$ cat src/hw/rtl/dnle_pkg.sv
// ============================================================================
// dnle_pkg
// shared types and constants of the dns name label encoder
// ============================================================================
`default_nettype none

package dnle_pkg;

    localparam int BYTE_W        = 8;
    // label length and store index width, enough for any label cap up to 63
    localparam int CNT_W         = 6;
    localparam int LABEL_MAX_DEF = 62;

    localparam logic [BYTE_W-1:0] DOT_CHAR = 8'h2E;
    localparam logic [BYTE_W-1:0] NUL_CHAR = 8'h00;

    // one input beat
    typedef struct packed {
        logic [BYTE_W-1:0] ch;
        logic              end_of_name;
    } in_t;

    // one result beat
    typedef struct packed {
        logic [BYTE_W-1:0] out_byte;
        logic              last;
        logic              label_too_long;
    } out_t;

    // flush command from front to back
    typedef struct packed {
        logic [CNT_W-1:0] len;
        logic             ovf;
        logic             is_end;
        logic             bank;
    } cmd_t;

    // bank release from back to front
    typedef struct packed {
        logic valid;
        logic bank;
    } rel_t;

endpackage

`default_nettype wire

$ cat src/hw/rtl/dnle_ram.sv
// ============================================================================
// dnle_ram
// generic single write port, single read port ram with registered read
// ============================================================================
`default_nettype none

module dnle_ram #(
    parameter int WIDTH = 8,
    parameter int DEPTH = 124
) (
    input  wire logic                     clk,
    input  wire logic                     we,
    input  wire logic [$clog2(DEPTH)-1:0] waddr,
    input  wire logic [WIDTH-1:0]         wdata,
    input  wire logic                     re,
    input  wire logic [$clog2(DEPTH)-1:0] raddr,
    output logic      [WIDTH-1:0]         rdata
);

    logic [WIDTH-1:0] mem [DEPTH];

    always_ff @(posedge clk)
    begin
        if (we)
        begin
            mem[waddr] <= wdata;
        end
        if (re)
        begin
            rdata <= mem[raddr];
        end
    end

endmodule

`default_nettype wire

$ cat src/hw/rtl/dnle_cmdq.sv
// ============================================================================
// dnle_cmdq
// two-entry command queue between front and back
// ============================================================================
`default_nettype none

module dnle_cmdq (
    input  wire logic          clk,
    input  wire logic          rst_n,
    input  wire logic          wr,
    input  dnle_pkg::cmd_t     wdata,
    output logic               full,
    input  wire logic          rd,
    output dnle_pkg::cmd_t     rdata,
    output logic               empty
);

    dnle_pkg::cmd_t mem_reg [2];
    logic           wp_reg, wp_next;
    logic           rp_reg, rp_next;
    logic [1:0]     cnt_reg, cnt_next;
    logic           do_wr, do_rd;

    assign full  = (cnt_reg == 2'd2);
    assign empty = (cnt_reg == 2'd0);
    assign rdata = mem_reg[rp_reg];
    assign do_wr = wr && !full;
    assign do_rd = rd && !empty;

    always_comb
    begin
        wp_next  = do_wr ? !wp_reg : wp_reg;
        rp_next  = do_rd ? !rp_reg : rp_reg;
        cnt_next = cnt_reg + {1'b0, do_wr} - {1'b0, do_rd};
    end

    always_ff @(posedge clk or negedge rst_n)
    begin
        if (!rst_n)
        begin
            wp_reg  <= 1'b0;
            rp_reg  <= 1'b0;
            cnt_reg <= 2'd0;
        end
        else
        begin
            wp_reg  <= wp_next;
            rp_reg  <= rp_next;
            cnt_reg <= cnt_next;
        end
    end

    always_ff @(posedge clk)
    begin
        if (do_wr)
        begin
            mem_reg[wp_reg] <= wdata;
        end
    end

endmodule

`default_nettype wire

$ cat src/hw/rtl/dnle_front.sv
// ============================================================================
// dnle_front
// accepts characters, stores labels into a two-bank store, issues flushes
// ============================================================================
`default_nettype none

module dnle_front #(
    parameter int LABEL_MAX = dnle_pkg::LABEL_MAX_DEF,
    parameter int AW        = $clog2(2 * LABEL_MAX)
) (
    input  wire logic                    clk,
    input  wire logic                    rst_n,
    input  wire logic                    push,
    input  dnle_pkg::in_t                item,
    output logic                         full,
    // store write port
    output logic                         ram_we,
    output logic [AW-1:0]                ram_waddr,
    output logic [dnle_pkg::BYTE_W-1:0]  ram_wdata,
    // command queue
    output logic                         cmd_wr,
    output dnle_pkg::cmd_t               cmd,
    input  wire logic                    cmd_full,
    // bank release from back
    input  dnle_pkg::rel_t               rel
);

    logic [dnle_pkg::CNT_W-1:0] count_reg, count_next;
    logic                       ovf_reg, ovf_next;
    logic                       bank_reg, bank_next;
    logic [1:0]                 busy_reg, busy_next;
    logic                       accept, is_dot, flush, store;
    logic                       has_room;

    // stall while the queue is full or the open bank is still being read out
    assign full     = cmd_full || busy_reg[bank_reg];
    assign accept   = push && !full;
    assign is_dot   = !item.end_of_name && (item.ch == dnle_pkg::DOT_CHAR);
    assign flush    = accept && (item.end_of_name || is_dot);
    assign store    = accept && !item.end_of_name && !is_dot;
    assign has_room = (count_reg < dnle_pkg::CNT_W'(LABEL_MAX));

    assign ram_we    = store && has_room;
    assign ram_waddr = bank_reg ? AW'(count_reg) + AW'(LABEL_MAX) : AW'(count_reg);
    assign ram_wdata = item.ch;

    assign cmd_wr     = flush;
    assign cmd.len    = count_reg;
    assign cmd.ovf    = ovf_reg;
    assign cmd.is_end = item.end_of_name;
    assign cmd.bank   = bank_reg;

    always_comb
    begin
        count_next = count_reg;
        ovf_next   = ovf_reg;
        bank_next  = bank_reg;
        busy_next  = busy_reg;
        if (rel.valid)
        begin
            busy_next[rel.bank] = 1'b0;
        end
        if (flush)
        begin
            count_next = '0;
            ovf_next   = 1'b0;
            // empty labels read nothing, so the bank stays open
            if (count_reg != '0)
            begin
                busy_next[bank_reg] = 1'b1;
                bank_next           = !bank_reg;
            end
        end
        else if (store)
        begin
            if (has_room)
            begin
                count_next = count_reg + dnle_pkg::CNT_W'(1);
            end
            else
            begin
                ovf_next = 1'b1;
            end
        end
    end

    always_ff @(posedge clk or negedge rst_n)
    begin
        if (!rst_n)
        begin
            count_reg <= '0;
            ovf_reg   <= 1'b0;
            bank_reg  <= 1'b0;
            busy_reg  <= 2'b00;
        end
        else
        begin
            count_reg <= count_next;
            ovf_reg   <= ovf_next;
            bank_reg  <= bank_next;
            busy_reg  <= busy_next;
        end
    end

endmodule

`default_nettype wire

$ cat src/hw/rtl/dnle_back.sv
// ============================================================================
// dnle_back
// executes flush commands: length byte, stored characters, closing zero
// ============================================================================
`default_nettype none

module dnle_back #(
    parameter int LABEL_MAX = dnle_pkg::LABEL_MAX_DEF,
    parameter int AW        = $clog2(2 * LABEL_MAX)
) (
    input  wire logic                    clk,
    input  wire logic                    rst_n,
    // command queue
    input  dnle_pkg::cmd_t               cmd,
    input  wire logic                    cmd_empty,
    output logic                         cmd_rd,
    // store read port
    output logic                         ram_re,
    output logic [AW-1:0]                ram_raddr,
    input  wire logic [dnle_pkg::BYTE_W-1:0] ram_rdata,
    // bank release to front
    output dnle_pkg::rel_t               rel,
    // result queue
    output logic                         empty,
    input  wire logic                    pop,
    output dnle_pkg::out_t               result
);

    typedef enum logic [3:0] {
        S_IDLE = 4'b0001,
        S_LEN  = 4'b0010,
        S_RD   = 4'b0100,
        S_END  = 4'b1000
    } state_t;

    state_t                     state_reg, state_next;
    dnle_pkg::cmd_t             cur_reg, cur_next;
    logic [dnle_pkg::CNT_W-1:0] idx_reg, idx_next;
    logic                       pend_reg, pend_next;

    dnle_pkg::out_t             oq_reg [2];
    logic                       wp_reg, wp_next;
    logic                       rp_reg, rp_next;
    logic [1:0]                 cnt_reg, cnt_next;

    logic                       direct_ok, read_ok;
    logic                       direct_wr, oq_wr, oq_rd;
    dnle_pkg::out_t             direct_beat, oq_wdata;
    logic                       last_idx;

    // a read in flight owns one slot of the result queue
    assign direct_ok = !pend_reg && (cnt_reg != 2'd2);
    assign read_ok   = ((cnt_reg + {1'b0, pend_reg}) < 2'd2);
    assign last_idx  = (idx_reg == cur_reg.len - dnle_pkg::CNT_W'(1));

    assign ram_raddr = cur_reg.bank ? AW'(idx_reg) + AW'(LABEL_MAX) : AW'(idx_reg);

    always_comb
    begin
        state_next  = state_reg;
        cur_next    = cur_reg;
        idx_next    = idx_reg;
        cmd_rd      = 1'b0;
        ram_re      = 1'b0;
        rel.valid   = 1'b0;
        rel.bank    = cur_reg.bank;
        direct_wr   = 1'b0;
        direct_beat = '0;
        case (state_reg)
            S_IDLE:
            begin
                if (!cmd_empty)
                begin
                    cmd_rd   = 1'b1;
                    cur_next = cmd;
                    idx_next = '0;
                    // the root label at the end of a name has no length byte
                    if (!cmd.is_end || (cmd.len != '0))
                    begin
                        state_next = S_LEN;
                    end
                    else
                    begin
                        state_next = S_END;
                    end
                end
            end
            S_LEN:
            begin
                if (direct_ok)
                begin
                    direct_wr                  = 1'b1;
                    direct_beat.out_byte       = {{(dnle_pkg::BYTE_W - dnle_pkg::CNT_W){1'b0}},
                                                  cur_reg.len};
                    direct_beat.label_too_long = cur_reg.ovf;
                    if (cur_reg.len != '0)
                    begin
                        state_next = S_RD;
                    end
                    else if (cur_reg.is_end)
                    begin
                        state_next = S_END;
                    end
                    else
                    begin
                        state_next = S_IDLE;
                    end
                end
            end
            S_RD:
            begin
                if (read_ok)
                begin
                    ram_re   = 1'b1;
                    idx_next = idx_reg + dnle_pkg::CNT_W'(1);
                    if (last_idx)
                    begin
                        rel.valid  = 1'b1;
                        state_next = cur_reg.is_end ? S_END : S_IDLE;
                    end
                end
            end
            S_END:
            begin
                if (direct_ok)
                begin
                    direct_wr            = 1'b1;
                    direct_beat.out_byte = dnle_pkg::NUL_CHAR;
                    direct_beat.last     = 1'b1;
                    state_next           = S_IDLE;
                end
            end
            default:
            begin
                state_next = S_IDLE;
            end
        endcase
    end

    // result queue
    assign empty  = (cnt_reg == 2'd0);
    assign result = oq_reg[rp_reg];
    assign oq_rd  = pop && !empty;
    assign oq_wr  = pend_reg || direct_wr;

    always_comb
    begin
        oq_wdata = direct_beat;
        if (pend_reg)
        begin
            oq_wdata.out_byte       = ram_rdata;
            oq_wdata.last           = 1'b0;
            oq_wdata.label_too_long = 1'b0;
        end
        pend_next = ram_re;
        wp_next   = oq_wr ? !wp_reg : wp_reg;
        rp_next   = oq_rd ? !rp_reg : rp_reg;
        cnt_next  = cnt_reg + {1'b0, oq_wr} - {1'b0, oq_rd};
    end

    always_ff @(posedge clk or negedge rst_n)
    begin
        if (!rst_n)
        begin
            state_reg <= S_IDLE;
            pend_reg  <= 1'b0;
            wp_reg    <= 1'b0;
            rp_reg    <= 1'b0;
            cnt_reg   <= 2'd0;
        end
        else
        begin
            state_reg <= state_next;
            pend_reg  <= pend_next;
            wp_reg    <= wp_next;
            rp_reg    <= rp_next;
            cnt_reg   <= cnt_next;
        end
    end

    always_ff @(posedge clk)
    begin
        cur_reg <= cur_next;
        idx_reg <= idx_next;
        if (oq_wr)
        begin
            oq_reg[wp_reg] <= oq_wdata;
        end
    end

endmodule

`default_nettype wire

$ cat src/hw/rtl/dns_name_label_encoder.sv
// ============================================================================
// dns_name_label_encoder
// dotted domain name to dns wire label format, one character per beat
// ============================================================================
// order: a character beat is stored and emits nothing; a dot or terminator is
//   registered in the command queue, then taken by back, which writes its results
// throughput: characters go in at 1 per cycle while full is low; a read in
//   flight holds a result slot, which can hold back stored characters; input
//   stalls while both banks hold unread labels or the command queue is full
// reset: control state cleared, store contents undefined, no clearing pass
`default_nettype none

module dns_name_label_encoder #(
    parameter int LABEL_MAX = dnle_pkg::LABEL_MAX_DEF
) (
    input  wire logic     clk,
    input  wire logic     rst_n,
    // input queue side
    input  wire logic     push,
    input  dnle_pkg::in_t item,
    output logic          full,
    // result queue side
    output logic          empty,
    input  wire logic     pop,
    output dnle_pkg::out_t result
);

    // two banks of LABEL_MAX entries: front fills one while back drains the other
    localparam int DEPTH = 2 * LABEL_MAX;
    localparam int AW    = $clog2(DEPTH);

    logic                        ram_we;
    logic [AW-1:0]               ram_waddr;
    logic [dnle_pkg::BYTE_W-1:0] ram_wdata;
    logic                        ram_re;
    logic [AW-1:0]               ram_raddr;
    logic [dnle_pkg::BYTE_W-1:0] ram_rdata;

    // flush commands between front and back
    logic           cmd_wr, cmd_rd, cmd_full, cmd_empty;
    dnle_pkg::cmd_t cmd_in, cmd_out;

    // bank handed back once its last character has been read
    dnle_pkg::rel_t rel;

    // front: takes beats, fills the open bank, classifies dots and terminators
    dnle_front #(
        .LABEL_MAX (LABEL_MAX),
        .AW        (AW)
    ) u_front (
        .clk       (clk),
        .rst_n     (rst_n),
        .push      (push),
        .item      (item),
        .full      (full),
        .ram_we    (ram_we),
        .ram_waddr (ram_waddr),
        .ram_wdata (ram_wdata),
        .cmd_wr    (cmd_wr),
        .cmd       (cmd_in),
        .cmd_full  (cmd_full),
        .rel       (rel)
    );

    // short queue decoupling the two halves
    dnle_cmdq u_cmdq (
        .clk   (clk),
        .rst_n (rst_n),
        .wr    (cmd_wr),
        .wdata (cmd_in),
        .full  (cmd_full),
        .rd    (cmd_rd),
        .rdata (cmd_out),
        .empty (cmd_empty)
    );

    // label store
    dnle_ram #(
        .WIDTH (dnle_pkg::BYTE_W),
        .DEPTH (DEPTH)
    ) u_store (
        .clk   (clk),
        .we    (ram_we),
        .waddr (ram_waddr),
        .wdata (ram_wdata),
        .re    (ram_re),
        .raddr (ram_raddr),
        .rdata (ram_rdata)
    );

    // back: emits length byte, characters and closing zero into the result queue
    dnle_back #(
        .LABEL_MAX (LABEL_MAX),
        .AW        (AW)
    ) u_back (
        .clk       (clk),
        .rst_n     (rst_n),
        .cmd       (cmd_out),
        .cmd_empty (cmd_empty),
        .cmd_rd    (cmd_rd),
        .ram_re    (ram_re),
        .ram_raddr (ram_raddr),
        .ram_rdata (ram_rdata),
        .rel       (rel),
        .empty     (empty),
        .pop       (pop),
        .result    (result)
    );

endmodule

`default_nettype wire

$ cat config.mk
export PLATFORM = sky130hd
export DESIGN_NAME = dns_name_label_encoder
export DESIGN_NICKNAME = d
export VERILOG_FILES = /design/src/hw/rtl/dnle_pkg.sv /design/src/hw/rtl/dnle_ram.sv /design/src/hw/rtl/dnle_cmdq.sv /design/src/hw/rtl/dnle_front.sv /design/src/hw/rtl/dnle_back.sv /design/src/hw/rtl/dns_name_label_encoder.sv
export SDC_FILE = /design/constraint.sdc
export NUM_CORES = 1
export LEC_CHECK = 0
export BUFFER_PORTS_ARGS = -buffer_cell sky130_fd_sc_hd__buf_2
export CAP_MARGIN = 20
export CORE_ASPECT_RATIO = 1.1
export CORE_MARGIN = 2
export CORE_UTILIZATION = 50
export DETAILED_ROUTE_END_ITERATION = 6
export GPL_ROUTABILITY_DRIVEN = 0
export MAX_ROUTING_LAYER = met4
export PLACE_DENSITY_LB_ADDON = 0.12
export SYNTH_ARGS = -nofsm -noshare
export SYNTH_HDL_FRONTEND = slang
export SYNTH_SLANG_ARGS = --single-unit
$ cat constraint.sdc
create_clock -name clk -period 8.7 [get_ports clk]
set_clock_uncertainty 0.15 [all_clocks]
set_input_delay 0 -clock clk [delete_from_list [all_inputs] [get_ports clk]]
set_output_delay 0 -clock clk [all_outputs]
set_load 0.005 [all_outputs]
Word-level counts from Yosys, hierarchy flattened
Memory sizes are Yosys's and may differ from the RTL's. A register that Yosys moved wholly into a read port is not among the register bits.
Cells that the tools add are included.
Widths: inputs -> output; s select.

word-level totals
  flip-flop bits (word level) = 38
  bits in writable memories = 1030
  word-level logic and storage cells = 149
  memories kept = 3

memories
  memory          words  width  rd ports  clocked after Yosys merged registers in  write ports  RTL line         source
  u_store.mem     124    8      1         1                                        1            dnle_ram.sv:20   logic [WIDTH-1:0] mem [DEPTH];
  u_back.oq_reg   2      10     1         0                                        1            dnle_back.sv:41  dnle_pkg::out_t oq_reg [2];
  u_cmdq.mem_reg  2      9      1         0                                        1            dnle_cmdq.sv:18  dnle_pkg::cmd_t mem_reg [2];

operators by class
  add/subtract/negate cells = 10
  order comparisons = 6
  equality and inequality tests = 14
  mux-type cells = 51
  bitwise gates (word level) = 4
  reductions and logical operators = 44

operators with widths
  operator             count
  $mux 6               6
  $mux 4               8
  $mux 1               26
  $pmux 6 s2           2
  $reduce_bool 6->1    3
  $pmux 4 s4           1
  $add 6x6->7 const B  2
  $mux 7               2
  $logic_not 1->1      13
  $add 6x1->6 const B  2
  $logic_and 1x1->1    12
  $mux 10              1
  $ne 2x1->1 const B   5
  $eq 8x6->1 const B   1
  $reduce_and 2->1     4
  $add 2x1->2          3
  $eq 6x6->1           1
  $lt 6x6->1 const B   1
  $mux 2               3
  $reduce_bool 2->1    3
  $sub 6x1->6 const B  1
  $reduce_and 5->1     1
  $eq 4x1->1 const B   1
  $eq 4x2->1 const B   1
  other kinds (17)     26

Depth between registers and ports, before layout
Gate-level depths: netlist of run 1.

  depth in word-level cells = 10
  gate-level depth with buffers = 13
  gate-level depth less buffers = 9

Cells and area by module
From an unflattened synthesis of run 1, not the netlist that was laid out.

second synthesis, totals
  cells, all modules = 2169
  area, all modules = 42912.4 µm²

by module, submodules not included
  module      instances  cells an instance  area each (µm²)  sequential area each (µm²)
  dnle_ram    1          1842               38932.3          30028.8
  dnle_back   1          191                2324.7           1277.5
  dnle_cmdq   1          46                 849.6            640.6
  dnle_front  1          90                 805.8            250.2

Least setup slack after synthesis of run 1
OpenSTA, ideal clock, no wires.

  kind = register -> register
  from = register u_back.idx_reg[2] in the netlist's numbering
  to = register u_store.rdata[5], read port of u_store.mem, data pin
  library setup time = 0.272 ns
  arrival = 2.816 ns
  required time = 8.278 ns
  slack = 5.462 ns
  cell stages (with the launch flop) = 12
  clock period less this slack = 3.238 ns
  cell sequence = edfxtp_1 -> buf_1 -> inv_1 -> ha_1 -> nand2b_1 -> nand2_2 -> buf_4 -> mux4_2 -> o22ai_1 -> nor3_1 -> a211o_1 -> or4_1

on the way
  longest elaborated chain between the ends = 2

ends and longest elaborated chain
  what                      RTL line          source
  start: declaration        dnle_back.sv:38   logic [dnle_pkg::CNT_W-1:0] idx_reg, idx_next;
  start signal: assignment  dnle_back.sv:184  idx_reg <= idx_next;
  $add 6x6->7               dnle_back.sv:56   assign ram_raddr = cur_reg.bank ? AW'(idx_reg) + AW'(LABEL_MAX) : AW'(idx_reg);
  $mux 7 (*)                dnle_back.sv:56
  end: declaration          dnle_ram.sv:17    output logic [WIDTH-1:0] rdata

Every way passes the cells marked *; elsewhere a longest branch is shown, timed or not.
A chain may end at the register's enable or synchronous reset.

Worst setup path after layout of run 1
  from = register u_back.cur_reg (netlist bit u_back.rel[0])
  to = register u_store.rdata[5], read port of u_store.mem, data pin

on the way
  longest elaborated chain between the ends = 1

ends and longest elaborated chain
  what                      RTL line          source
  start: declaration        dnle_back.sv:37   dnle_pkg::cmd_t cur_reg, cur_next;
  start signal: assignment  dnle_back.sv:183  cur_reg <= cur_next;
  $mux 7                    dnle_back.sv:56

Every way passes these cells.

==> results of run 1 <==
[cell usage after synthesis, types with 24 or more instances]
| cell type | number | area share |
|---|---|---|
| mux2_2 | 24 | 0.0063 |
| clkbuf_1 | 40 | 0.0035 |
| buf_2 | 44 | 0.0051 |
| and3_1 | 26 | 0.0038 |
| nand3_1 | 36 | 0.0042 |
| o22ai_1 | 49 | 0.0072 |
| nor3_1 | 31 | 0.0036 |
| nand2_1 | 212 | 0.019 |
| buf_4 | 34 | 0.0060 |
| mux4_2 | 201 | 0.11 |
| nor2_1 | 209 | 0.018 |
| edfxtp_1 | 1053 | 0.74 |
| o21ai_0 | 45 | 0.0053 |
| mux2i_1 | 31 | 0.0072 |
[worst paths after layout]
check	to	slack, ns
max in group asynchronous	u_back.pend_reg	7.96
worst max register to register	u_store.rdata[5]	3.64
min in group asynchronous	u_front.count_reg[4]	0.28
worst max-delay path	u_store.rdata[5]	3.64
worst min register to register	u_cmdq.wp_reg	0.33
worst min-delay path	u_store.mem[48][1]	0.11
[metal layers]
layer | GRT usage | vias up
met3 | 0.0445 | 157
met2 | 0.403 | 1051
met1 | 0.368 | 12077
met4 | 0.0685 | 0
li1 | - | 9591
met5 | - | -
[through the flow]
stage / std cells / setup WS (ns)
global route: 3652 / 3.51
floorplan: 2360 / 5.46
global placement: 3433 / 3.74
finish: 3652 / 3.64
CTS: 3649 / 3.65
detailed placement: 3434 / 3.67
[worst max-delay path: stages (launching register included)]
cell and delay (ns):
edfxtp_1 0.87, xor2_4 0.89, buf_12 0.71, mux4_2 0.41, a21oi_1 0.14, nor3_1 0.16, o21ai_0 0.47, o21ai_0 0.32
or4_1 0.56
[layout make-up]
class                   count  area share
clock buffers             140      0.0615
clock inverters            59     0.00986
inverters                  22     0.00173
multi-input cells        1135       0.208
flip-flops and latches   1076       0.675
well taps                1140      0.0299
repair buffers             80      0.0139
[report_power, final]
group	internal, mW	total [mW]	switching [mW]	leakage (nW)
combinational	0.0336	0.138	0.105	3.74
clock	2.58	4.50	1.92	1.67
sequential	5.69	5.71	0.0153	9.70
[what timing repair did]
action / CTS / global route
resized for setup: 0 / 0
endpoints found under the setup margin: 0 / 0
endpoints found under the hold margin: 417 / 0
hold buffers: 16 / 0
[cells by family after synthesis]
kind of cell	Yosys count	synth area share
flip-flops	1076	0.752
AND/OR/NAND/NOR	598	0.0622
multiplexers	256	0.119
AO/OA/AOI/OAI	236	0.0380
buffers and inverters	149	0.0180
XOR/XNOR	33	0.00693
adder cells (fa/ha/maj)	12	0.00351
==> results_dict.tcl, run 1 <==
set metrics [dict create \
    status "finished clean" \
    crit_type "flip-flop to flip-flop" \
    worstMarginPinSlew_ns 1.13 \
    rsz0062_at_grt "false" \
    num_vias 22876 \
    start_util 0.505 \
    cts_setup_buffers 0 \
    synth_nets 2385 \
    fmax_ghz 0.198 \
    min_from "item[2]" \
    synthCells 2360 \
    grt_usage 0.262 \
    clk_path_buf_depth 3 \
    core-area_um2 84800 \
    met3_wirelength_um 8930 \
    antenna_violating_nets_post_route 0 \
    numCtsBuffers 108 \
    layout_common_cells "edfxtp_1, nor2_1, nand2_1, mux4_2, clkbuf_16" \
    grt_overflow 0 \
    hold_slack_ns 0.115 \
    grt_pass1_vias 22535 \
    post_drt_wl_per_cell_um 30.5 \
    finalCriticalPeriod_ns 5.06 \
    largest_register_ffs 992 \
    hold_viol 0 \
    totalPowerFinal_mw 10.3 \
    insertion_delay_ns 0.67 \
    maxSlewViolCount 0 \
    avgSynthCellArea_um2 18.1 \
    cp-start-kind "flip-flop" \
    drtIter0Drc 2582 \
    io_buffers 24 \
    synth_cell_type_count 73 \
    cellPowerDensity_nw_per_um2 217 \
    setup_viol 0 \
    crit_fanout 141 \
    tritoncts "built" \
    syn_area_um2 42800 \
    die_x_um 283 \
    tns_ns 0 \
    synth_edf_count 1053 \
    drt_pre_antenna_iters 5 \
    nFillCells 6497 \
    hpwl_um 67300 \
    num_antenna_cells 0 \
    leakagePower_nw 15.1 \
    grt_pass1_wl_um 162000 \
    critPathLaunch "u_back.rel[0]" \
    fin_nets 2448 \
    ys_ff_latch 1076 \
    die_h_um 311 \
    antenna_found_initial 0 \
    drive_gt1_frac 0.183 \
    dr_wl_met2_um 53700 \
    grt_max_degree 142 \
    maxSlewHeadroom 0.239 \
    worst_ep_required_time_ns 8.95 \
    min_period_over_period 0.581 \
    placed_cell_area_um2 44100 \
    area_growth_pct 11.4 \
    end_kind "flip-flop" \
    hp-class "primary input to flip-flop" \
    regArea_um2 32200 \
    hold_depth 2 \
    synth_ff_type "edfxtp_1" \
    vias_per_cell 6.26 \
    fin_util 0.563 \
    post-route-drc-count 0 \
    worstPathArrival_ns 5.31 \
    final_common_cell "edfxtp_1" \
    cts_sinks 1076 \
    die_area_um2 88000 \
    yosysSeqAreaShare 0.752 \
    final_cell_area_um2 47700 \
    synthArstFlopShare 0.0214 \
    ios 25 \
    multi_input_area_um2 9940 \
    drt_wl_total_um 111000 \
    drv_cap 0 \
    met1_length_um 46100 \
    highest_layer "met4" \
    vdd_drop_max_v 0.000173 \
    num_rows 112 \
    clk_pin_slew_ns 0.06 \
    reg2reg_from "u_back.rel[0]" \
    cts_max_level 3 \
    ctsRootBufferMaster "clkbuf_16" \
    reg2reg_depth 8 \
    ys.warnings.count 0 \
]
Note: power is estimated with default switching activity, not from simulation.
==> run 2, diff against run 1 <==
- clock period: 8.7 -> 4.9 ns (I/O delays scaled with it)
==> run 2 against run 1 <==
Register-to-register slack worse by 3.1 ns; cell count is 2.2% higher; sequential power is 77% higher; non-clock buffer count is 80 higher.
==> results_dict.tcl, run 2 (same netlist as run 1, synthesis figures left out) <==
set metrics [dict create \
    cp-start-kind "flip-flop" \
    crit_fanout 33 \
    cts_resized 0 \
    numCtsBuffers 107 \
    path_cells "inv_1 -> ha_1 -> nand2b_1 -> and2_2 -> and3_1 -> a311oi_1 -> o21ai_0 -> o2111ai_1 -> or4_1" \
    worstMarginPinSlew_ns 1.19 \
    p_clk_frac 0.434 \
    area_growth_pct 13.2 \
    post_drt_wl_per_cell_um 30.1 \
    reg2reg_from "u_back.idx_reg[1]" \
    tns_ns 0 \
    insertion_delay_ns 0.68 \
    layout_common_cells "edfxtp_1, nor2_1, nand2_1, mux4_2, buf_4" \
    drtIter0Drc 2727 \
    tritoncts "built" \
    grt_usage 0.265 \
    die_h_um 311 \
    num_vias 23138 \
    hp-class "primary input to flip-flop" \
    hold_depth 4 \
    drt_pre_antenna_iters 6 \
    grt_pass1_wl_um 163000 \
    cp.buffers_inverters 1 \
    p_int_mw 14.7 \
    worstPathArrival_ns 4.62 \
    fmax_ghz 0.230 \
    maxSlewViolCount 0 \
    hold_viol 0 \
    grt_pass1_vias 23026 \
    maxSlewHeadroom 0.205 \
    vdd_drop_max_v 0.000298 \
    core-area_um2 84800 \
    num_antenna_cells 0 \
    start_util 0.505 \
    met3_usage 0.0395 \
    cts_setup_buffers 0 \
    die_x_um 283 \
    min_period_over_period 0.886 \
    switching_share 0.198 \
    finalCriticalPeriod_ns 4.34 \
    antenna_violating_nets_post_route 0 \
    combPwrFrac 0.014 \
    ctsRootBufferMaster "clkbuf_16" \
    switchingPower_mw 3.63 \
    globalRouteMet1Util 0.365 \
    fin_cells 3732 \
    largest_register_ffs 992 \
    ios 25 \
    fin_nets 2527 \
    critical_path.slowest_cell "and2_2" \
    crit_type "flip-flop to flip-flop" \
    rsz0062_at_grt "false" \
    use_met2 0.411 \
    seqPwrFrac 0.552 \
    grt_overflow 0 \
    vias_per_cell 6.20 \
    clk_pin_slew_ns 0.06 \
    cts_max_level 3 \
    final_common_cell "edfxtp_1" \
    leakagePower_nw 15.6 \
    end_kind "flip-flop" \
    drive_gt1_frac 0.208 \
    antenna_found_initial 4 \
    drv_cap 0 \
    postCtsHoldBufs 17 \
    setup_viol 0 \
    post-route-drc-count 0 \
    reg2reg_depth 9 \
    die_area_um2 88000 \
    hpwl_um 71100 \
    holdPathEnd "u_back.rp_reg" \
    cts_sinks 1076 \
    status "finished clean" \
    busiest_layer "met2" \
    min_from "pop" \
    r2r_end "u_store.rdata[3]" \
    num_rows 112 \
    io_buffers 24 \
    cpPeakStageDelay_ns 0.80 \
    cp_top_family "simple AND/OR/NAND/NOR gates" \
    clk_path_buf_depth 3 \
    cellPowerDensity_nw_per_um2 379 \
    drt_wl_total_um 112000 \
    place_inst 3515 \
    worst_ep_required_time_ns 5.18 \
    grt_max_degree 125 \
    r2r_slack_ns 0.56 \
]
run 2: cell types whose count changed in the layout (fill, tap and decap cells not counted), moves of 2 or more:
cell,previous run,this run
clkbuf_1,24,19
buf_16,0,2
dlygate4sd3_1,15,17
clkinv_1,28,33
buf_12,5,13
clkbuf_8,5,0
clkinv_2,17,22
inv_6,3,1
buf_4,42,112
run 2: worst max path at each step:
stage | slack, ns | start | endpoint | depth (start not counted)
floorplan | 1.66 | u_back.idx_reg[2] | u_store.rdata[5] | 11
global placement | 0.39 | u_back.idx_reg[1] | u_store.rdata[2] | 9
detailed placement | 0.54 | u_back.idx_reg[1] | u_store.rdata[3] | 9
CTS | 0.53 | u_back.idx_reg[1] | u_store.rdata[3] | 9
global route | 0.38 | u_back.idx_reg[1] | u_store.rdata[3] | 9
finish | 0.56 | u_back.idx_reg[1] | u_store.rdata[3] | 9
run 2: metal layers:
metal / vias to the layer above / share of wire
met5: - / 0
met2: 1087 / 0.48
met1: 12102 / 0.41
li1: 9741 / -
met4: 0 / 0.033
met3: 208 / 0.076
run 2: worst reg2reg max path: cells and delay by family, from the launching register on:
| kind | cells | cell delay, ns |
|---|---|---|
| AOI/OAI and AO/OA | 3 | 0.75 |
| adders and majority gates | 1 | 0.42 |
| buffers and inverters | 1 | 0.11 |
| DFF | 1 | 0.73 |
| and+or+nand+nor | 4 | 1.96 |
run 2: cell type report:
class                      instances  area [um2]
tap                             1140        1430
sequential                      1076       32200
multi-input combinational       1135        9940
clock buffer                     130        2850
fill                            6409       36300
clock inverter                    69         546
inverter                          22        82.6
timing repair buffer             160        1410
run 2: power groups by stage:
stage	logic [mW]	registers [mW]	clock network, mW
2_1_floorplan	0.0672	10.3	0
5_1_grt	0.277	10.1	8.42
4_1_cts	0.257	10.1	8.07
3_3_place_gp	0.231	10.3	0
3_5_place_dp	0.246	10.3	0
6_report	0.251	10.1	7.96
run 2: per-stage QoR:
stage	utilization	hold WS [ns]	area, um2	power [mW]	setup slack, ns
after CTS	0.571	0.109	48400	18.5	0.526
after floorplan	-	-0.446	42800	10.4	1.66
after detailed placement	0.529	-0.136	44900	10.6	0.540
final	0.571	0.114	48400	18.3	0.560
after global routing	0.571	0.141	48400	18.8	0.376
after global placement	0.529	-0.141	44800	10.6	0.393
==> run 3, diff against run 2 <==
- REMOVE_ABC_BUFFERS: unset -> 1
==> run 3 against run 2 <==
Global-route usage rose by 0.45 points; sequential power barely moved; critical path depth did not move; critical path type unchanged; largest power group unchanged.
==> results_dict.tcl, run 3 (same netlist as run 1, synthesis figures left out) <==
set metrics [dict create \
    status "finished clean" \
    finalCriticalPeriod_ns 4.61 \
    cts_sinks 1076 \
    maxSlewHeadroom 0.285 \
    cts_resized 0 \
    setup_viol 0 \
    num_rows 112 \
    drv_cap 0 \
    totalPowerFinal_mw 18.6 \
    fin_nets 2608 \
    numCtsBuffers 110 \
    tns_ns 0 \
    grt_overflow 0 \
    layout_common_cells "edfxtp_1, nor2_1, nand2_1, mux4_2, buf_4" \
    area_growth_pct 14.9 \
    maxSlewViolCount 0 \
    drt_wl_total_um 114000 \
    num_vias 23517 \
    core-area_um2 84800 \
    start_util 0.505 \
    grt_pass1_wl_um 166000 \
    post_drt_wl_per_cell_um 30.0 \
    worst_ep_required_time_ns 5.17 \
    critPathLaunch "u_back.rel[0]" \
    r2r_slack_ns 0.29 \
    cellPowerDensity_nw_per_um2 378 \
    crit_fanout 42 \
    antenna_found_initial 3 \
    drive_gt1_frac 0.235 \
    hpwl_um 73300 \
    vias_per_cell 6.16 \
    grt_max_degree 97 \
    antenna_violating_nets_post_route 0 \
    final_common_cell "edfxtp_1" \
    die_h_um 311 \
    cp-start-kind "flip-flop" \
    critPathCapture "u_store.rdata[7]" \
    drt_pre_antenna_iters 6 \
    pre_cts_ws_ns 0.428 \
    die_x_um 283 \
    hold_viol 0 \
    worstMarginPinSlew_ns 1.06 \
    io_buffers 24 \
    tritoncts "built" \
    clk_path_buf_depth 3 \
    ctsRootBufferMaster "clkbuf_16" \
    rsz0062_at_grt "false" \
    reg2reg_from "u_back.rel[0]" \
    drtIter0Drc 2611 \
    die_area_um2 88000 \
    reg2reg_depth 9 \
    crit_type "flip-flop to flip-flop" \
    r2r_end "u_store.rdata[7]" \
    cts_max_level 3 \
    setup_slack_ns 0.285 \
    grt_usage 0.269 \
    hp-class "primary input to flip-flop" \
    leakagePower_nw 16.1 \
    grt_pass1_vias 23524 \
    min_period_over_period 0.942 \
    fmax_ghz 0.217 \
    clk_pin_slew_ns 0.06 \
    insertion_delay_ns 0.68 \
    post-route-drc-count 0 \
    fin_cells 3818 \
    vdd_drop_max_v 0.000272 \
    largest_register_ffs 992 \
    place_inst 3594 \
    worstPathArrival_ns 4.88 \
    end_kind "flip-flop" \
    ios 25 \
]
==> run 3: through the flow <==
stage / cell area [um2] / utilization / hold WS (ns)
6_report: 49200 / 0.580 / 0.0198
5_1_grt: 49200 / 0.580 / 0.0971
4_1_cts: 49200 / 0.580 / 0.00689
3_5_place_dp: 45500 / 0.536 / -0.125
3_3_place_gp: 45400 / 0.536 / -0.134
2_1_floorplan: 42100 / - / -0.446
==> run 3: how the worst min path moves through the flow <==
| stage | start | to | slack, ns | cells after the start |
|---|---|---|---|---|
| CTS | push | u_front.ovf_reg | 0.007 | 4 |
| global placement | rst_n | u_back.rp_reg | -0.13 | 1 |
| global route | push | u_front.ovf_reg | 0.1 | 4 |
| detailed placement | rst_n | u_back.rp_reg | -0.12 | 1 |
| floorplan | rst_n | u_back.cnt_reg[0] | -0.45 | 0 |
| finish | push | u_front.ovf_reg | 0.02 | 4 |
==> run 3: repair_timing <==
item,CTS,global route
endpoints found under the hold margin,407,0
buffers inserted,0,0
hold buffers,15,0
==> run 3: worst max-delay path, stage by stage, from the launching register on <==
cell and delay, ns:
edfxtp_1 0.89, xor2_4 0.78, buf_12 0.35, buf_12 0.22, mux4_2 0.32, o22ai_1 0.37
a211o_1 0.18, o41a_1 0.32, o311ai_0 0.23, or4_1 0.45
==> run 3: metal layers <==
layer	GRT usage	wire, um	vias to the layer above
li1	-	-	9905
met1	0.367	47000	12383
met2	0.413	54500	1020
met3	0.0517	8970	209
met4	0.0890	3970	0
met5	-	0	-
==> run 3: power breakdown <==
part | switching [mW] | internal [mW] | leakage (nW)
registers | 0.0278 | 10.1 | 9.70
logic | 0.188 | 0.0608 | 4.63
clock network | 3.47 | 4.74 | 1.72
total | 3.69 | 14.9 | 16.1
==> run 3: layout make-up <==
class	count	area [um2]
Antenna cell	4	10.0
Clock buffer	140	2960
Clock inverter	63	578
Fill cell	6388	35600
Inverter	22	82.6
Multi-Input combinational cell	1135	9930
Sequential cell	1076	32200
Tap cell	1140	1430
Timing Repair Buffer	238	2020
